File: src/hw/rtl/iair_pkg.sv
// Shared constants and codes for the indexed word list block.
package iair_pkg;

  // Default sizing
  localparam int DEF_CAPACITY   = 64;
  localparam int DEF_WORD_WIDTH = 32;

  // Fixed port field widths
  localparam int OPCODE_W   = 3;
  localparam int POSITION_W = 7;
  localparam int WORD_IN_W  = 32;
  localparam int WORD_OUT_W = 32;
  localparam int ENTRIES_W  = 7;
  localparam int STATUS_W   = 2;

  // Request opcodes
  localparam logic [OPCODE_W-1:0] OP_APPEND    = 3'd0;
  localparam logic [OPCODE_W-1:0] OP_INSERT    = 3'd1;
  localparam logic [OPCODE_W-1:0] OP_REMOVE    = 3'd2;
  localparam logic [OPCODE_W-1:0] OP_OVERWRITE = 3'd3;
  localparam logic [OPCODE_W-1:0] OP_READ      = 3'd4;
  localparam logic [OPCODE_W-1:0] OP_LENGTH    = 3'd5;

  // Result status codes
  localparam logic [STATUS_W-1:0] ST_OK    = 2'd0;
  localparam logic [STATUS_W-1:0] ST_RANGE = 2'd1;
  localparam logic [STATUS_W-1:0] ST_FULL  = 2'd2;

endpackage

File: src/hw/rtl/indexed_array_insert_remove.sv
// Indexed word list: append, insert, remove, overwrite, read, length over one RAM.
//
//   channel  | ports                                             | handshake
//   ---------+---------------------------------------------------+--------------------------
//   request  | in_opcode, in_position, in_word_in                | start && !busy
//   result   | out_word_out, out_entries_used, out_status        | out_valid, one cycle
//
// Append, overwrite, length, insert at the end and errors finish in S_DECODE; read adds S_RDWAIT.
// Insert below the count walks S_SHUP from the last entry down to position, then S_FINAL writes
// the new word; remove walks S_SHDN from position + 1 up to the last entry. The
// single-port-write RAM moves one entry per cycle during the shift. Reset clears the count
// and control; RAM contents are never cleared.
// The receiver cannot stall: each result is shown for one cycle and busy drops with it.
module indexed_array_insert_remove
  import iair_pkg::*;
#(
  parameter int CAPACITY   = DEF_CAPACITY,
  parameter int WORD_WIDTH = DEF_WORD_WIDTH
) (
  input  logic                  clk,
  input  logic                  rst_n,
  input  logic                  start,
  output logic                  busy,
  input  logic [OPCODE_W-1:0]   in_opcode,
  input  logic [POSITION_W-1:0] in_position,
  input  logic [WORD_IN_W-1:0]  in_word_in,
  output logic                  out_valid,
  output logic [WORD_OUT_W-1:0] out_word_out,
  output logic [ENTRIES_W-1:0]  out_entries_used,
  output logic [STATUS_W-1:0]   out_status
);

  localparam int AW   = (CAPACITY > 1) ? $clog2(CAPACITY) : 1;
  localparam int CW   = $clog2(CAPACITY + 1);
  localparam int CMPW = (CW > POSITION_W) ? CW : POSITION_W;

  // Sequencer states
  localparam logic [2:0] S_IDLE   = 3'd0;
  localparam logic [2:0] S_DECODE = 3'd1;
  localparam logic [2:0] S_RDWAIT = 3'd2;
  localparam logic [2:0] S_SHUP   = 3'd3;
  localparam logic [2:0] S_SHDN   = 3'd4;
  localparam logic [2:0] S_FINAL  = 3'd5;

  logic [2:0]            state_r, state_nxt;
  logic [CW-1:0]         count_r, count_nxt;
  logic [AW-1:0]         ptr_r, ptr_nxt;
  logic [OPCODE_W-1:0]   op_r;
  logic [POSITION_W-1:0] pos_r;
  logic [WORD_WIDTH-1:0] word_r;

  logic                  out_valid_r, out_valid_nxt;
  logic [WORD_OUT_W-1:0] out_word_r, out_word_nxt;
  logic [ENTRIES_W-1:0]  out_entries_r;
  logic [STATUS_W-1:0]   out_status_r, out_status_nxt;

  // Entry RAM
  logic [WORD_WIDTH-1:0] mem [CAPACITY];
  logic [WORD_WIDTH-1:0] rdata_r;
  logic                  mem_we;
  logic [AW-1:0]         mem_waddr, mem_raddr;
  logic [WORD_WIDTH-1:0] mem_wdata;

  // Index checks
  logic [CMPW-1:0] pos_ext, cnt_ext;
  logic            pos_gt_cnt, pos_ge_cnt, list_full, pos_is_last;
  logic [AW-1:0]   pos_addr, cnt_addr, last_addr;

  assign pos_ext     = CMPW'(pos_r);
  assign cnt_ext     = CMPW'(count_r);
  assign pos_gt_cnt  = pos_ext > cnt_ext;
  assign pos_ge_cnt  = pos_ext >= cnt_ext;
  assign list_full   = count_r == CW'(CAPACITY);
  assign pos_addr    = AW'(pos_r);
  assign cnt_addr    = AW'(count_r);
  assign last_addr   = AW'(count_r - CW'(1));
  assign pos_is_last = pos_addr == last_addr;

  // Sequencer and datapath control
  always_comb begin
    state_nxt      = state_r;
    count_nxt      = count_r;
    ptr_nxt        = ptr_r;
    mem_we         = 1'b0;
    mem_waddr      = pos_addr;
    mem_wdata      = word_r;
    mem_raddr      = ptr_r;
    out_valid_nxt  = 1'b0;
    out_word_nxt   = '0;
    out_status_nxt = ST_OK;
    unique case (state_r)
      S_IDLE: begin
        if (start) state_nxt = S_DECODE;
      end
      S_DECODE: begin
        state_nxt     = S_IDLE;
        out_valid_nxt = 1'b1;
        priority case (op_r)
          OP_APPEND: begin
            if (list_full) begin
              out_status_nxt = ST_FULL;
            end else begin
              mem_we    = 1'b1;
              mem_waddr = cnt_addr;
              count_nxt = count_r + CW'(1);
            end
          end
          OP_INSERT: begin
            if (pos_gt_cnt) begin
              out_status_nxt = ST_RANGE;
            end else if (list_full) begin
              out_status_nxt = ST_FULL;
            end else if (pos_ext == cnt_ext) begin
              mem_we    = 1'b1;
              count_nxt = count_r + CW'(1);
            end else begin
              // open a gap: walk down from the last entry
              mem_raddr     = last_addr;
              ptr_nxt       = last_addr;
              out_valid_nxt = 1'b0;
              state_nxt     = S_SHUP;
            end
          end
          OP_REMOVE: begin
            if (pos_ge_cnt) begin
              out_status_nxt = ST_RANGE;
            end else if (pos_is_last) begin
              count_nxt = count_r - CW'(1);
            end else begin
              // close the gap: walk up from the entry after position
              mem_raddr     = pos_addr + AW'(1);
              ptr_nxt       = pos_addr + AW'(1);
              out_valid_nxt = 1'b0;
              state_nxt     = S_SHDN;
            end
          end
          OP_OVERWRITE: begin
            if (pos_ge_cnt) out_status_nxt = ST_RANGE;
            else mem_we = 1'b1;
          end
          OP_READ: begin
            if (pos_ge_cnt) begin
              out_status_nxt = ST_RANGE;
            end else begin
              mem_raddr     = pos_addr;
              out_valid_nxt = 1'b0;
              state_nxt     = S_RDWAIT;
            end
          end
          default: begin
            // length and unused codes just report the count
          end
        endcase
      end
      S_RDWAIT: begin
        out_valid_nxt = 1'b1;
        out_word_nxt  = WORD_OUT_W'(rdata_r);
        state_nxt     = S_IDLE;
      end
      S_SHUP: begin
        // entry ptr moves to ptr + 1
        mem_we    = 1'b1;
        mem_waddr = ptr_r + AW'(1);
        mem_wdata = rdata_r;
        if (ptr_r == pos_addr) begin
          state_nxt = S_FINAL;
        end else begin
          mem_raddr = ptr_r - AW'(1);
          ptr_nxt   = ptr_r - AW'(1);
        end
      end
      S_FINAL: begin
        mem_we        = 1'b1;
        count_nxt     = count_r + CW'(1);
        out_valid_nxt = 1'b1;
        state_nxt     = S_IDLE;
      end
      S_SHDN: begin
        // entry ptr moves to ptr - 1
        mem_we    = 1'b1;
        mem_waddr = ptr_r - AW'(1);
        mem_wdata = rdata_r;
        if (ptr_r == last_addr) begin
          count_nxt     = count_r - CW'(1);
          out_valid_nxt = 1'b1;
          state_nxt     = S_IDLE;
        end else begin
          mem_raddr = ptr_r + AW'(1);
          ptr_nxt   = ptr_r + AW'(1);
        end
      end
      default: begin
        state_nxt = S_IDLE;
      end
    endcase
  end

  // RAM: one write, one registered read per cycle
  always_ff @(posedge clk) begin
    if (mem_we) mem[mem_waddr] <= mem_wdata;
    rdata_r <= mem[mem_raddr];
  end

  // Control registers
  always_ff @(posedge clk) begin
    if (!rst_n) begin
      state_r     <= S_IDLE;
      count_r     <= '0;
      out_valid_r <= 1'b0;
    end else begin
      state_r     <= state_nxt;
      count_r     <= count_nxt;
      out_valid_r <= out_valid_nxt;
    end
  end

  // Request capture and result payload
  always_ff @(posedge clk) begin
    ptr_r <= ptr_nxt;
    if (state_r == S_IDLE && start) begin
      op_r   <= in_opcode;
      pos_r  <= in_position;
      word_r <= WORD_WIDTH'(in_word_in);
    end
    if (out_valid_nxt) begin
      out_word_r    <= out_word_nxt;
      out_entries_r <= ENTRIES_W'(count_nxt);
      out_status_r  <= out_status_nxt;
    end
  end

  assign busy             = state_r != S_IDLE;
  assign out_valid        = out_valid_r;
  assign out_word_out     = out_word_r;
  assign out_entries_used = out_entries_r;
  assign out_status       = out_status_r;

endmodule

File: config.mk
export PLATFORM = sky130hd
export DESIGN_NAME = indexed_array_insert_remove
export DESIGN_NICKNAME = d
export VERILOG_FILES = /design/src/hw/rtl/iair_pkg.sv /design/src/hw/rtl/indexed_array_insert_remove.sv
export SDC_FILE = /design/constraint.sdc
export NUM_CORES = 2
export LEC_CHECK = 0
export BUFFER_PORTS_ARGS = -buffer_cell sky130_fd_sc_hd__buf_2
export CORE_AREA = 2 2 440 661
export DETAILED_ROUTE_END_ITERATION = 7
export DIE_AREA = 0 0 442 663
export GPL_TIMING_DRIVEN = 0
export PLACE_DENSITY = 0.42
export SYNTH_ARGS = -nofsm -noshare
export SYNTH_HDL_FRONTEND = slang
export SYNTH_SLANG_ARGS = --single-unit
File: constraint.sdc
create_clock -name clk -period 11.4 [get_ports clk]
set_input_delay 1.14 -clock clk [delete_from_list [all_inputs] [get_ports clk]]
set_output_delay 1.14 -clock clk [all_outputs]
set_load 0.03 [all_outputs]
* Word level (Yosys, flattened, before mapping)
Memories as Yosys holds them, arrays and structs flattened. A register that Yosys moved wholly into a read port is not among the register bits.
Index checks and enable logic that the tools add are counted.
** Storage, ports and cells
- Register bits :: 100
- Bits in latches :: 0
- Bits in writable memories :: 2048
- Memory bits (read-only) :: 0
- Output and inout port bits :: 43
- Word-level logic and storage cells :: 104
- Memories kept :: 1
** Memories
- mem :: words 64, bits a word 32, read ports 1, clocked after Yosys merged registers in 1, write ports 1, RTL line indexed_array_insert_remove.sv:58 : logic [WORD_WIDTH-1:0] mem [CAPACITY];
** Cells by class
- $add $sub $neg :: 5
- $mul :: 0
- Divide/modulo/power cells :: 0
- Magnitude comparators :: 2
- Equality and inequality tests :: 18
- Shifts and indexed selects :: 0
- Mux-type cells :: 57
- Bitwise logic cells :: 0
- Reductions and logical operators :: 11
** Operators by type and width (count)
- 6-bit case mux with 3 select lines :: 4
- 6-bit 2-to-1 mux :: 10
- 7-bit 2-to-1 mux :: 7
- 7-bit case mux with 3 select lines :: 2
- 32-bit 2-to-1 mux :: 1
- 6-bit == test :: 3
- 3-bit 2-to-1 mux :: 5
- 1-bit 2-to-1 mux :: 14
- 6-bit by 1-bit adder with 6-bit output (second input constant) :: 2
- 3-bit by 2-bit == test with 1-bit output (second input constant) :: 4
- 2-bit 2-to-1 mux :: 6
- 3-bit case mux with 4 select lines :: 1
- 6-bit case mux with 2 select lines :: 1
- 3-bit == test (second input constant) :: 3
- 1-bit case mux with 3 select lines :: 3
- 3-bit case mux with 3 select lines :: 1
- 7-bit by 1-bit adder with 7-bit output (second input constant) :: 1
- 7-bit == test :: 1
- 7-bit == test (second input constant) :: 1
- 7-bit >= comparator :: 1
- 7-bit > comparator :: 1
- 7-bit by 1-bit subtractor with 7-bit output (second input constant) :: 1
- 3-bit by 1-bit == test with 1-bit output (second input constant) :: 2
- 3-bit logical NOT :: 2
- 11 further kinds :: 16

* Depth between registers and ports, before layout
- Word-level depth :: 8
- Gate-level depth with buffers :: 20

* Worst setup path after synthesis
Ideal clock, no wire load.
- Path kind :: input to register
- From :: in start
- To :: reg op_r[0], enable pin
- Setup time :: 561 ps
- Arrival :: 5445 ps
- Setup slack :: 5395 ps
- Stages :: 1
- Path through :: nor4b_1
** Between the ends
- Word-level cells in the longest chain between the ends :: 1
** RTL lines
- start, declared :: RTL line indexed_array_insert_remove.sv:22 : input logic start,
- 1-bit logical AND :: RTL line indexed_array_insert_remove.sv:220 : if (state_r == S_IDLE && start) begin
- end signal, assigned :: RTL line indexed_array_insert_remove.sv:221 : op_r <= in_opcode;
- end, declared :: RTL line indexed_array_insert_remove.sv:48 : logic [OPCODE_W-1:0] op_r;
Every way passes these cells.
A chain may end at the register's enable or synchronous reset.

* Final worst setup path
- From :: reg count_r[5], in the netlist cnt_ext[5]
- To :: reg rdata_r[12] (read register of mem)
** Between the ends
- Word-level cells in the longest chain between the ends :: 6
- Elaborated cells on any way between the ends :: 16
** RTL lines
- start, declared :: RTL line indexed_array_insert_remove.sv:46 : logic [CW-1:0] count_r, count_nxt;
- start signal, assigned :: RTL line indexed_array_insert_remove.sv:212 : count_r <= count_nxt;
- 7-bit by 1-bit subtractor with 7-bit output / 7-bit == test (equally long branches)
- 6-bit == test / 6-bit 2-to-1 mux (equally long branches)
- 6-bit 2-to-1 mux, on equally long branches (2 in series)
- 6-bit case mux with 3 select lines :: RTL line indexed_array_insert_remove.sv:98 : priority case (op_r)
- 6-bit case mux with 3 select lines (*) :: RTL line indexed_array_insert_remove.sv:91 : unique case (state_r)
- end, declared :: RTL line indexed_array_insert_remove.sv:59 : logic [WORD_WIDTH-1:0] rdata_r;
Every way passes the cells marked *; elsewhere a longest branch is shown, timed or not.

==> results_dict.tcl <==
set metrics [dict create \
    arrival_ps 8250 \
    antenna_left 0 \
    fin_nets 6205 \
    path_buf_inv 6 \
    maxCapViolCount 0 \
    p_leak_nw 32.84 \
    dr.pass1.iters 6 \
    clk_path_buf_depth 4 \
    ir_drop_uv 140.4 \
    async_flop_share 0 \
    drv_slew 0 \
    postCtsSetupRepairBufs 0 \
    grt_overflow 0 \
    vias 51380 \
    grt_pass1_wl_mm 407.0 \
    min_period_over_period 0.6681 \
    cts_sinks 2180 \
    drt_first_iter_violations 4629 \
    ioPinCount 88 \
    place.port_buffers 87 \
    fin_skew_ps 37.67 \
    viasPerCell 5.080 \
    antenna_found_initial 15 \
    endpoint_kind "flip-flop" \
    root_buffer "clkbuf_16" \
    dieHeight_um 663 \
    netlist_instances 5745 \
    path_cells "clkbuf_1 -> inv_1 -> ha_1 -> nand4_1 -> nor2_1 -> a21o_1 -> clkbuf_1 -> a311oi_1 -> o221ai_1 -> nand4_1 -> nor2_1 -> buf_2 -> buf_2 -> clkbuf_1 -> a32oi_1 -> a31oi_1 -> nand4_1" \
    ys_ff_latch 2180 \
    syn_area_um2 85860 \
    fin_crit_ps 7617 \
    drcViolationCount 0 \
    grt_max_degree 65 \
    critPathRequiredTime_ps 12030 \
    wl_per_cell_um 29.03 \
    dpl.hpwl_mm 205.7 \
    globalplace.congestion 0.8991 \
    wirelength_mm 293.6 \
    fp.dieW_um 442 \
    cp-start-kind "flip-flop" \
    r2r_setup_slack_ps 3780 \
    cp_slowest_stage_delay_ps 780 \
    hold_class "input port to flip-flop" \
    ctsHoldBuffers 0 \
    rsz0062_at_grt "no" \
    area_delta_synth_final_pct 16.91 \
    die_area_um2 293000 \
    setup_viol 0 \
    outcome "complete, no violations" \
    ys_types 81 \
    grt_pass1_vias 51260 \
    synth-edff-count 2137 \
    fin_util 0.3486 \
    htree_levels 4 \
    clock_latency_ps 900 \
    syn_nets 5803 \
    crit_fanout 10 \
    rows 242 \
    start_util 0.2982 \
    ys_seq_area_frac 0.7574 \
    numCtsBuffers 221 \
    synthFlopType "edfxtp_1" \
    drive_gt1_frac 0.1189 \
    syn_avg_cell_area_um2 14.95 \
    path_class "flip-flop to flip-flop" \
    tritoncts "yes" \
    fin_setup_tns_ps 0 \
    relSlewSlack 0.08601 \
    core_area_um2 288000 \
    fmax_mhz 131.3 \
    cts.clk_slew.worst_paths_ps 60 \
    track_usage 0.1954 \
    tightest_slew_ps 1365 \
    ctsResizeCount 0 \
    cp_slowest_cell "a31oi_1" \
    yosysWarnings 0 \
    finalHoldViolCount 0 \
    critPathTopFamily "buffers and inverters" \
    powerDensity_nw_per_um2 183.8 \
]
registers in the layout (all words and copies together), names as in the netlist:
register	count
word_r	32
rdata_r	32
pos_ext	7
out_entries_used	7
state_r	3
out_valid	1
out_status	2
ptr_r	6
mem	2048
out_word_out	32
cnt_ext	7
op_r	3
cells by family (layout without fill, tap and decap cells):
logic type / Yosys count / count (layout) / share of synthesized area
fa+ha+maj: 13 / 13 / 0.001894
buf+inv: 385 / 963 / 0.01951
xor+xnor: 37 / 37 / 0.004270
simple gates: 1764 / 1764 / 0.08586
compound gates: 904 / 904 / 0.07716
flops: 2180 / 2180 / 0.7574
other cells: 0 / 9 / 0
mux: 462 / 462 / 0.05393
cell type report:
type | count | area [µm²]
clock buffers | 295 | 5986
fillers | 27580 | 187600
flip-flops and latches | 2180 | 65030
well taps | 3782 | 4732
inverters | 23 | 86.33
plain buffers | 362 | 1590
diodes | 9 | 22.52
multi-input cells | 3180 | 19920
clock inverters | 104 | 814.5
repair buffers | 179 | 2202
cells in the mapped netlist (5+ instances only):
library cell	count	area, µm²
a32oi_1	250	2190
clkbuf_1	184	690.7
and3_1	41	256.5
buf_1	35	131.4
nor4_1	5	31.28
nand2_1	1305	4898
o21ai_0	33	165.2
nor3_1	42	210.2
o211ai_1	5	37.54
o31a_1	60	525.5
and2_1	44	275.3
nor2_1	123	461.7
inv_1	22	82.58
a31oi_1	191	1195
buf_4	13	97.59
a32o_1	61	610.6
a221oi_1	7	61.31
a211oi_1	7	52.55
a21oi_1	149	745.7
ha_1	13	162.7
xor2_1	8	70.07
o221ai_1	10	87.58
edfxtp_1	2137	64170
nor2b_1	7	43.79
mux2i_1	457	4574
nand3_1	109	545.5
dfxtp_1	43	860.8
o22ai_1	78	488.0
or3_1	7	43.79
a211o_1	5	43.79
mux2_2	5	56.30
xnor2_1	26	227.7
buf_2	127	635.6
nand2b_1	9	56.30
nand4_1	45	281.5
worst paths after layout:
kind                         startpoint                        endpoint  depth (start not counted)
hold / removal           in_word_in[21]            word_r[21]$_DFFE_PP_                          1
setup reg to reg  cnt_ext[5]$_SDFF_PN0_             rdata_r[12]$_DFF_P_                         17
hold reg to reg     rdata_r[11]$_DFF_P_  out_word_out[11]$_SDFFCE_PP0P_                          1
setup / recovery  cnt_ext[5]$_SDFF_PN0_             rdata_r[12]$_DFF_P_                         17
metal layers:
layer / GRT usage / vias to the layer above / share of wire / wire length, µm
li1: - / 22940 / - / -
met1: 0.2351 / 26590 / 0.40 / 116400
met2: 0.3578 / 1417 / 0.52 / 153700
met3: 0.02461 / 437 / 0.044 / 13000
met4: 0.06547 / 2 / 0.036 / 10520
met5: 0 / - / 0.000044 / 13
placed cells by master (no fill, tap or decap), types with 8 or more instances in the layout:
cell type	instances
edfxtp_1	2137
nand2_1	1272
mux2i_1	457
a32oi_1	250
clkbuf_1	246
clkbuf_16	227
buf_2	214
a31oi_1	182
a21oi_1	149
nand3_1	109
buf_12	79
o22ai_1	78
nor2_4	64
a32o_1	61
o31a_1	60
nor2_1	59
nand4_1	45
and2_1	44
dfxtp_1	43
clkinv_1	41
and3_1	41
nor3_1	41
clkinv_2	37
buf_1	35
o21ai_0	33
xnor2_1	26
nand2_4	25
inv_1	22
buf_4	20
ha_1	13
bufinv_16	11
o221ai_1	10
a31oi_2	10
diode_2	9
nand2b_1	9
clkinvlp_4	9
xor2_1	8
nand2_2	8
report_power, final:
part           switching, mW  total, mW  internal, mW
logic                   1.79       2.38         0.587
clock network           3.13       7.06          3.92
registers             0.0810       9.02          8.94
per-stage QoR:
stage	instance area (µm²)	setup slack, ps	cells	power [mW]	hold WS (ps)
after floorplan	85860	5395	5745	10.36	506.1
after global placement	91030	635.6	9614	11.57	528.4
after detailed placement	93560	3847	9706	11.60	522.8
after CTS	100400	3810	10110	18.66	364.7
after global routing	100400	3603	10110	19.03	393.7
final	100400	3783	10110	18.45	431.1
No activity file was read; power rests on OpenSTA's default activity.
